<file path="src/hdl/cbs_pkg.sv">
// shared constants and types for the cardinal b-spline evaluator
package cbs_pkg;

  // fixed field widths of the channels and the order register
  localparam int unsigned POS_W      = 21;
  localparam int unsigned OUT_W      = 17;
  localparam int unsigned ORDER_W    = 4;

  // order value after reset and the order of the tent level
  localparam logic [ORDER_W-1:0] ORDER_RST = 4'd4;
  localparam int unsigned         TENT_ORDER = 2;

  // sequencer states
  typedef enum logic [2:0] {
    S_IDLE,
    S_TENT,
    S_MUL_LO,
    S_MUL_HI,
    S_DIV,
    S_FINISH
  } cbs_state_e;

endpackage

</file>
<file path="src/hdl/cbs_pos_if.sv">
// channel that carries one evaluation position per transfer
interface cbs_pos_if import cbs_pkg::*; ();
  logic                    valid;
  logic                    ready;
  logic signed [POS_W-1:0] position;

  modport source (output valid, output position, input ready);
  modport sink   (input valid, input position, output ready);
endinterface

</file>
<file path="src/hdl/cbs_val_if.sv">
// channel that carries one spline value per transfer
interface cbs_val_if import cbs_pkg::*; ();
  logic             valid;
  logic             ready;
  logic [OUT_W-1:0] spline_value;

  modport source (output valid, output spline_value, input ready);
  modport sink   (input valid, input spline_value, output ready);
endinterface

</file>
<file path="src/hdl/cardinal_bspline_eval.sv">
// cardinal b-spline evaluator: triangle of cox-de boor levels on one shared multiplier
//
//   channel   dir  handshake          payload
//   pos_i     in   valid / ready      position      (signed, FRAC_BITS fraction bits)
//   val_o     out  valid / ready      spline_value  (unsigned, FRAC_BITS fraction bits)
//   cfg       in   cfg_we_i           cfg_wdata_i   (spline order, takes effect next item)
//
// per item for order n >= 2: one S_TENT step per tent entry, then S_MUL_LO, S_MUL_HI and S_DIV
//   for each entry of the higher levels; an entry outside its support leaves S_MUL_LO as a zero
// this sequence is set by the single multiplier: two products and one reciprocal product per entry
// orders below two go from S_IDLE straight to S_FINISH
// reset is asynchronous, active low; it clears the sequencer, output valid and sets order to 4
// pos_i is ready only between items; a finished value waits in the output register while the
// next position is taken, and the sequencer holds in its last state if that register is full
module cardinal_bspline_eval import cbs_pkg::*; #(
  parameter int unsigned MAX_ORDER = 8,
  parameter int unsigned FRAC_BITS = 16
) (
  input  logic               clk_i,
  input  logic               rst_ni,
  input  logic               cfg_we_i,
  input  logic [ORDER_W-1:0] cfg_wdata_i,
  cbs_pos_if.sink            pos_i,
  cbs_val_if.source          val_o
);

  // widths derived from the parameters
  localparam int unsigned NW = $clog2(MAX_ORDER + 1);                  // order and counters
  localparam int unsigned IW = $clog2(MAX_ORDER);                      // level slot index
  localparam int unsigned L  = MAX_ORDER;                              // level slots
  localparam int unsigned LW = FRAC_BITS + 1;                          // level value, q1.f
  localparam int unsigned KW = $clog2((MAX_ORDER << FRAC_BITS) + 1);   // 0 .. k*one
  localparam int unsigned DL = $clog2(MAX_ORDER);                      // divisor bits
  localparam int unsigned RW = KW + DL;                                // reciprocal, and its shift
  localparam int unsigned PW = KW + RW;                                // product
  localparam int unsigned AW = KW + FRAC_BITS + 1;                     // accumulator
  localparam int unsigned SW = ((KW > POS_W) ? KW : POS_W) + 2;        // signed arguments

  localparam logic signed [SW-1:0] ONE_S = SW'(64'd1 << FRAC_BITS);
  localparam logic signed [SW-1:0] TENT_S = SW'(64'(TENT_ORDER) << FRAC_BITS);

  // reciprocal table: floor(m / d) == (m * recip[d]) >> RW for m below 2^KW and d from 2 to MAX_ORDER - 1
  logic [RW-1:0] recip_w [MAX_ORDER];

  assign recip_w[0] = '0;
  assign recip_w[1] = '0;
  for (genvar g = 2; g < MAX_ORDER; g++) begin : g_recip
    localparam logic [63:0] RV = ((64'd1 << RW) + 64'(g) - 64'd1) / 64'(g);
    assign recip_w[g] = RW'(RV);
  end

  // state and registers
  cbs_state_e           state_q, state_d;
  logic [ORDER_W-1:0]   order_q;
  logic [NW-1:0]        n_q, j_q, k_q;
  logic signed [SW-1:0] u_q;
  logic [LW-1:0]        lv_q [L];
  logic [AW-1:0]        acc_q;
  logic                 out_valid_q;
  logic [OUT_W-1:0]     out_val_q;

  // control from the output decoder
  logic          in_ready;
  logic          start;
  logic          step;
  logic          lv_we;
  logic          shift2;
  logic [IW-1:0] wpos;
  logic [LW-1:0] wdata;
  logic          acc_ld;
  logic          acc_add;
  logic          out_ld;

  // effective order of the item being taken
  logic [NW-1:0] n_new;
  assign n_new = (32'(order_q) > MAX_ORDER) ? NW'(MAX_ORDER) : NW'(order_q);

  logic in_fire;
  assign in_fire = pos_i.valid && in_ready;

  // position of the current entry and its support
  logic signed [SW-1:0] jo_s, kk_s, x_s, d_s, ad_s, tent_s, rem_s;
  logic [NW-1:0]        top;
  logic                 last, last_level, in_sup, tent_sup;

  assign jo_s     = $signed(SW'(j_q) << FRAC_BITS);
  assign kk_s     = $signed(SW'(k_q) << FRAC_BITS);
  assign x_s      = u_q - jo_s;
  assign rem_s    = kk_s - x_s;
  assign d_s      = x_s - ONE_S;
  assign ad_s     = d_s[SW-1] ? -d_s : d_s;
  assign tent_s   = ONE_S - ad_s;
  assign top      = n_q - k_q;
  assign last     = (j_q == top);
  assign last_level = last && (k_q == n_q);
  assign in_sup   = !x_s[SW-1] && (x_s <= kk_s);
  assign tent_sup = !x_s[SW-1] && (x_s <= TENT_S);

  // shared multiplier, operands picked by the sequencer state
  logic [KW-1:0] mul_a;
  logic [RW-1:0] mul_b;
  logic [PW-1:0] prod;
  logic [IW-1:0] dsel;

  assign dsel = IW'(k_q - NW'(1));

  always_comb begin
    unique case (state_q)
      S_MUL_HI: begin
        mul_a = rem_s[KW-1:0];
        mul_b = RW'(lv_q[1]);
      end
      S_DIV: begin
        mul_a = acc_q[FRAC_BITS +: KW];
        mul_b = recip_w[dsel];
      end
      default: begin
        mul_a = x_s[KW-1:0];
        mul_b = RW'(lv_q[0]);
      end
    endcase
  end

  assign prod = PW'(mul_a) * PW'(mul_b);

  // next state
  always_comb begin
    state_d = state_q;
    unique case (state_q)
      S_IDLE: begin
        if (in_fire) begin
          state_d = (n_new < NW'(TENT_ORDER)) ? S_FINISH : S_TENT;
        end
      end
      S_TENT: begin
        if (last) begin
          state_d = (k_q == n_q) ? S_FINISH : S_MUL_LO;
        end
      end
      S_MUL_LO: begin
        if (in_sup) begin
          state_d = S_MUL_HI;
        end else if (last_level) begin
          state_d = S_FINISH;
        end
      end
      S_MUL_HI: begin
        state_d = S_DIV;
      end
      S_DIV: begin
        state_d = last_level ? S_FINISH : S_MUL_LO;
      end
      S_FINISH: begin
        if (!out_valid_q || val_o.ready) begin
          state_d = S_IDLE;
        end
      end
      default: begin
        state_d = S_IDLE;
      end
    endcase
  end

  // outputs of the sequencer
  always_comb begin
    in_ready = 1'b0;
    start    = 1'b0;
    step     = 1'b0;
    lv_we    = 1'b0;
    shift2   = 1'b0;
    wpos     = IW'(top);
    wdata    = '0;
    acc_ld   = 1'b0;
    acc_add  = 1'b0;
    out_ld   = 1'b0;
    unique case (state_q)
      S_IDLE: begin
        in_ready = 1'b1;
        start    = in_fire;
        // orders below two leave a zero in the result slot
        lv_we    = in_fire && (n_new < NW'(TENT_ORDER));
        wpos     = '0;
      end
      S_TENT: begin
        step  = 1'b1;
        lv_we = 1'b1;
        wdata = tent_sup ? LW'(tent_s) : '0;
      end
      S_MUL_LO: begin
        if (in_sup) begin
          acc_ld = 1'b1;
        end else begin
          step   = 1'b1;
          lv_we  = 1'b1;
          shift2 = last;
          wpos   = last ? IW'(top) : IW'(top + NW'(1));
        end
      end
      S_MUL_HI: begin
        acc_add = 1'b1;
      end
      S_DIV: begin
        step   = 1'b1;
        lv_we  = 1'b1;
        shift2 = last;
        wpos   = last ? IW'(top) : IW'(top + NW'(1));
        wdata  = prod[RW +: LW];
      end
      S_FINISH: begin
        out_ld = !out_valid_q || val_o.ready;
      end
      default: begin
        in_ready = 1'b0;
      end
    endcase
  end

  // level slots move down one per entry; the last entry of a level above the tent drops the spent value too
  logic [LW-1:0] sh1_w [L];
  logic [LW-1:0] sh2_w [L];

  for (genvar i = 0; i < L; i++) begin : g_shift
    if (i + 1 < L) begin : g_s1
      assign sh1_w[i] = lv_q[i+1];
    end else begin : g_s1_end
      assign sh1_w[i] = '0;
    end
    if (i + 2 < L) begin : g_s2
      assign sh2_w[i] = lv_q[i+2];
    end else begin : g_s2_end
      assign sh2_w[i] = '0;
    end
  end

  // control registers
  always_ff @(posedge clk_i or negedge rst_ni) begin
    if (!rst_ni) begin
      state_q     <= S_IDLE;
      order_q     <= ORDER_RST;
      n_q         <= '0;
      j_q         <= '0;
      k_q         <= '0;
      out_valid_q <= 1'b0;
    end else begin
      state_q <= state_d;
      if (cfg_we_i) begin
        order_q <= cfg_wdata_i;
      end
      if (start) begin
        n_q <= n_new;
        j_q <= '0;
        k_q <= NW'(TENT_ORDER);
      end else if (step) begin
        if (last) begin
          j_q <= '0;
          k_q <= k_q + NW'(1);
        end else begin
          j_q <= j_q + NW'(1);
        end
      end
      if (out_ld) begin
        out_valid_q <= 1'b1;
      end else if (val_o.ready) begin
        out_valid_q <= 1'b0;
      end
    end
  end

  // payload registers
  always_ff @(posedge clk_i) begin
    if (start) begin
      u_q <= {{(SW - POS_W){pos_i.position[POS_W-1]}}, pos_i.position};
    end
    if (lv_we) begin
      for (int i = 0; i < L; i++) begin
        if (IW'(i) == wpos) begin
          lv_q[i] <= wdata;
        end else begin
          lv_q[i] <= shift2 ? sh2_w[i] : sh1_w[i];
        end
      end
    end
    if (acc_ld) begin
      acc_q <= AW'(prod);
    end else if (acc_add) begin
      acc_q <= acc_q + AW'(prod);
    end
    if (out_ld) begin
      out_val_q <= OUT_W'(lv_q[0]);
    end
  end

  assign pos_i.ready        = in_ready;
  assign val_o.valid        = out_valid_q;
  assign val_o.spline_value = out_val_q;

  // checks on the sequencer
  a_busy_after_take: assert property (@(posedge clk_i) disable iff (!rst_ni)
    (pos_i.valid && pos_i.ready) |=> (state_q != S_IDLE))
    else $error("sequencer idle right after taking a position");

  a_level_bounds: assert property (@(posedge clk_i) disable iff (!rst_ni)
    (state_q == S_TENT || state_q == S_MUL_LO || state_q == S_MUL_HI || state_q == S_DIV)
    |-> (k_q <= n_q && j_q <= n_q - k_q))
    else $error("level or entry counter beyond the triangle");

  a_tent_first: assert property (@(posedge clk_i) disable iff (!rst_ni)
    (state_q == S_TENT) |-> (k_q == NW'(TENT_ORDER)))
    else $error("tent level entered at a later level");

  a_low_order_zero: assert property (@(posedge clk_i) disable iff (!rst_ni)
    (state_q == S_FINISH && n_q < NW'(TENT_ORDER)) |-> (lv_q[0] == '0))
    else $error("order below two does not give zero");

endmodule

</file>
<file path="src/flat_wrapper.sv">
// flat-port wrapper written by rule: the top's interface ports become plain ports
module cardinal_bspline_eval_flat import cbs_pkg::*;
#(
  parameter int unsigned MAX_ORDER = 8,
  parameter int unsigned FRAC_BITS = 16
)
  (clk_i, rst_ni, cfg_we_i, cfg_wdata_i, pos_i_valid, pos_i_position, pos_i_ready, val_o_valid, val_o_spline_value, val_o_ready);
  cbs_pos_if pos_i_i ();
  cbs_val_if val_o_i ();
  input  logic clk_i;
  input  logic rst_ni;
  input  logic cfg_we_i;
  input  logic [ORDER_W-1:0] cfg_wdata_i;
  input wire logic [$bits(pos_i_i.valid)-1:0] pos_i_valid;
  input wire logic [$bits(pos_i_i.position)-1:0] pos_i_position;
  output wire logic [$bits(pos_i_i.ready)-1:0] pos_i_ready;
  output wire logic [$bits(val_o_i.valid)-1:0] val_o_valid;
  output wire logic [$bits(val_o_i.spline_value)-1:0] val_o_spline_value;
  input wire logic [$bits(val_o_i.ready)-1:0] val_o_ready;
  assign pos_i_i.valid = pos_i_valid;
  assign pos_i_i.position = pos_i_position;
  assign pos_i_ready = pos_i_i.ready;
  assign val_o_valid = val_o_i.valid;
  assign val_o_spline_value = val_o_i.spline_value;
  assign val_o_i.ready = val_o_ready;
  cardinal_bspline_eval #(.MAX_ORDER(MAX_ORDER), .FRAC_BITS(FRAC_BITS)) u_core (.clk_i(clk_i), .rst_ni(rst_ni), .cfg_we_i(cfg_we_i), .cfg_wdata_i(cfg_wdata_i), .pos_i(pos_i_i), .val_o(val_o_i));
endmodule
</file>
<file path="config.mk">
export PLATFORM = sky130hd
export DESIGN_NAME = cardinal_bspline_eval_flat
export DESIGN_NICKNAME = d
export VERILOG_FILES = /design/src/hdl/cbs_pkg.sv /design/src/hdl/cbs_pos_if.sv /design/src/hdl/cbs_val_if.sv /design/src/hdl/cardinal_bspline_eval.sv /design/src/flat_wrapper.sv
export SDC_FILE = /design/constraint.sdc
export NUM_CORES = 2
export LEC_CHECK = 0
export BUFFER_PORTS_ARGS = -buffer_cell sky130_fd_sc_hd__clkbuf_2
export CORE_ASPECT_RATIO = 0.5
export CORE_UTILIZATION = 45
export DETAILED_ROUTE_END_ITERATION = 6
export MAX_ROUTING_LAYER = met4
export PLACE_DENSITY_LB_ADDON = 0.2
export SLEW_MARGIN = 0
export SYNTH_ARGS = -nofsm -noshare
export SYNTH_HDL_FRONTEND = slang
export SYNTH_SLANG_ARGS = --single-unit
</file>
<file path="constraint.sdc">
create_clock -name clk_i -period 9.7 [get_ports clk_i]
set_input_delay 0 -clock clk_i [delete_from_list [all_inputs] [get_ports clk_i]]
set_output_delay 0 -clock clk_i [all_outputs]
set_load 0.005 [all_outputs]
</file>
==> run metrics <==
row count=66; top cell type by total area after synthesis=fa_1; share of post-route cells with drive strength above 1=0.233; Post-synth EDFFs=210; startpoint class of the critical path=flop; Bufs on Longest Clock Path=3; WP depth=36; Post-Syn Instances=3,140; delay of the slowest critical-path stage=0.56 ns; Initial DRT Pass Iterations=7; Post-Synth Adder-Cell Area=0.335; full die area=67,000 sq um; Root Buffer=clkbuf_16; Post-Syn Nets=3,739; total grt overflow=0; Num CTS Buffers=24; Synth-to-Final Area Change=24.1%; drt total wl=93,700 um; Filler Cell Count=5,870; Worst-Margin Slew=1.21 ns; min-delay src=pos_i_position[13]; Ys Warns=0; Worst EP required=10.01 ns; Placement Setup Slack=-0.437 ns; Synth cell types=94; DR vias/cell=5.48; clock slew at reported path FFs=0.07 ns; Synth top area share=0.253; Post-Syn Area per Cell=9.44 sq um; Final HPWL DP=76,100 um; core region area=65,100 sq um; Final nets=4,213; pin count of the biggest net entering global routing=72; crit-path most repeated cell=fa_1; Critical Path Start=u_core.u_q[4]; number of global-route vias before repair=24,800; Clock Latency Late Sink=0.57 ns; failing checks=design-rule violations; crit share post-route=0.990; top post-synthesis cells by area=fa_1, edfxtp_1, ha_1; routability cong.=0.977; DIE HEIGHT=184 um; post-synthesis xor/xnor area fraction=0.0265; r2r endpoint=u_core.acc_q[35]; worst clock skew=0.0106 ns; port bufs=48; Period minus WS final=9.60 ns; r2r setup slk=0.1 ns; final setup margin=0.0953 ns; first-pass GRT wire length=144,000 um; CP max FO=8; flip-flop and latch count after synthesis=230; r2r startpoint=u_core.u_q[4]; DRC viols=13; CTS tree=done; gr usage total=0.292; most common library cells after synthesis=inv_1, fa_1, nand2_1, nor2_1, edfxtp_1; Routed Antenna Nets=0; CP Capture Point=u_core.acc_q[35]; Die X=365 um; Worst Path Buf+Inv=5; Clock H-tree levels=1; crit path kind=flop to flop; Worst slew margin=0.194; Slew Limit Fails=0; initial antenna violation count=4; Critical-path top delay cell=fa_1; initial core utilization=0.456; mux contribution to synthesized area=0.0676; Max Clk Rate=0.104 GHz; worst hold-check path type=primary input to flop; via count=24,700; synthesized cell area=29,600 sq um; Hold Fails Final Rpt=0; sequential fraction of the synthesis area=0.230; fraction of the mapped netlist area in simple logic gates=0.140; main combinational cell family by area after synthesis=adder cells; # setup viols final=0; IO Count=49; RSZ-0062 raised after global routing=yes; async set-or-reset flop fraction in the synthesized netlist=0.0870; WL/cell=20.7 um; leading register cell type out of synthesis=edfxtp_1; critical path arrival=9.92 ns; crit end category=flop; most numerous cell in the Yosys netlist=inv_1; outcome=finished, violations left; Max-Cap Viols=0; complex-gate fraction of the synthesized area=0.123; initial drt markers=1,986; R2R depth=36; crit-path leading delay family=adder cells; CTS Sinks=230
-- per-layer routing --
metal  up-vias  track usage  share of wire  wire length (um)
met4         0       0.0772          0.027              2510
met5         -            -              0                 0
met2       697        0.426           0.43             40500
met1     12400        0.394           0.45             41800
li1      11600            -              -                 -
met3       107       0.0872          0.095              8920
-- worst min path at each step --
stage	to	depth (start not counted)
3_3_place_gp	u_core.n_q[0]	1
3_5_place_dp	u_core.order_q[1]	1
2_1_floorplan	u_core.j_q[0]	0
4_1_cts	u_core.u_q[13]	2
6_report	u_core.u_q[13]	2
5_1_grt	u_core.u_q[20]	2
-- cells by family after synthesis --
| group | count (synthesis) |
|---|---|
| AOI/OAI and AO/OA | 521 |
| xor gates and xnor gates | 88 |
| adders and majority gates | 569 |
| buffers and inverters | 606 |
| DFF | 230 |
| muxes | 193 |
| and+or+nand+nor | 933 |
-- flip-flops by register name (all words and copies together), names as in the netlist --
signal                     flops
u_core.state_q                 3
u_core.val_o.spline_value     17
u_core.j_q                     4
u_core.k_q                     4
u_core.lv_q                  136
u_core.order_q                 4
u_core.n_q                     4
u_core.acc_q                  36
u_core.u_q                    21
u_core.val_o.valid             1
-- timing repair --
| action | in CTS | in global routing |
|---|---|---|
| endpoints found under the setup margin | 6 | 17 |
| resized for setup | 41 | 111 |
| pin swaps | 17 | 53 |
| cloned | 0 | 1 |
| hold endpoints to repair | 52 | 0 |
| hold buffers | 34 | 0 |
| setup buffers | 8 | 25 |
-- layout make-up --
class                      instances  area, sq um  area share
multi-input combinational       2304        21400       0.583
sequential                       230         6810       0.185
clock buffer                      28          636      0.0173
tap                              884         1110      0.0301
inverter                         454         1710      0.0465
timing repair buffer             600         4960       0.135
antenna                            3         7.51    0.000204
clock inverter                    13          124     0.00337
-- placed cells by master, fill, tap and decap left out, types with 27 or more instances in the layout --
master / Yosys / layout
a211oi_1: 32 / 27
o21ai_0: 82 / 68
mux2i_1: 143 / 143
a21o_1: 34 / 34
nor3_1: 50 / 45
nor2_1: 300 / 292
a31oi_1: 56 / 54
mux2_2: 49 / 48
nand3_1: 35 / 32
clkbuf_2: 0 / 48
buf_12: 0 / 32
xor2_1: 30 / 27
ha_1: 194 / 175
xnor2_1: 57 / 52
a21oi_1: 100 / 89
nand2_1: 373 / 365
inv_1: 453 / 439
buf_4: 4 / 472
nand2b_1: 31 / 29
fa_1: 375 / 363
edfxtp_1: 210 / 210
dlygate4sd3_1: 0 / 34
-- stage by stage --
stage / util / setup TNS [ns] / cell area (sq um) / instances / hold WS (ns)
CTS: 0.554 / -0.00330 / 36100 / 4487 / 0.115
global route: 0.565 / -1.10 / 36800 / 4515 / 0.129
global placement: 0.533 / -1.07 / 34700 / 4404 / 0.00253
detailed placement: 0.533 / -1.64 / 34700 / 4404 / 0.00843
finish: 0.565 / 0 / 36800 / 4516 / 0.143
floorplan: - / 0 / 29900 / 3140 / -0.296
Power is left out: the tool's default activity adds up to more than one toggle a clock period on the data nets, which glitch-free logic cannot reach.
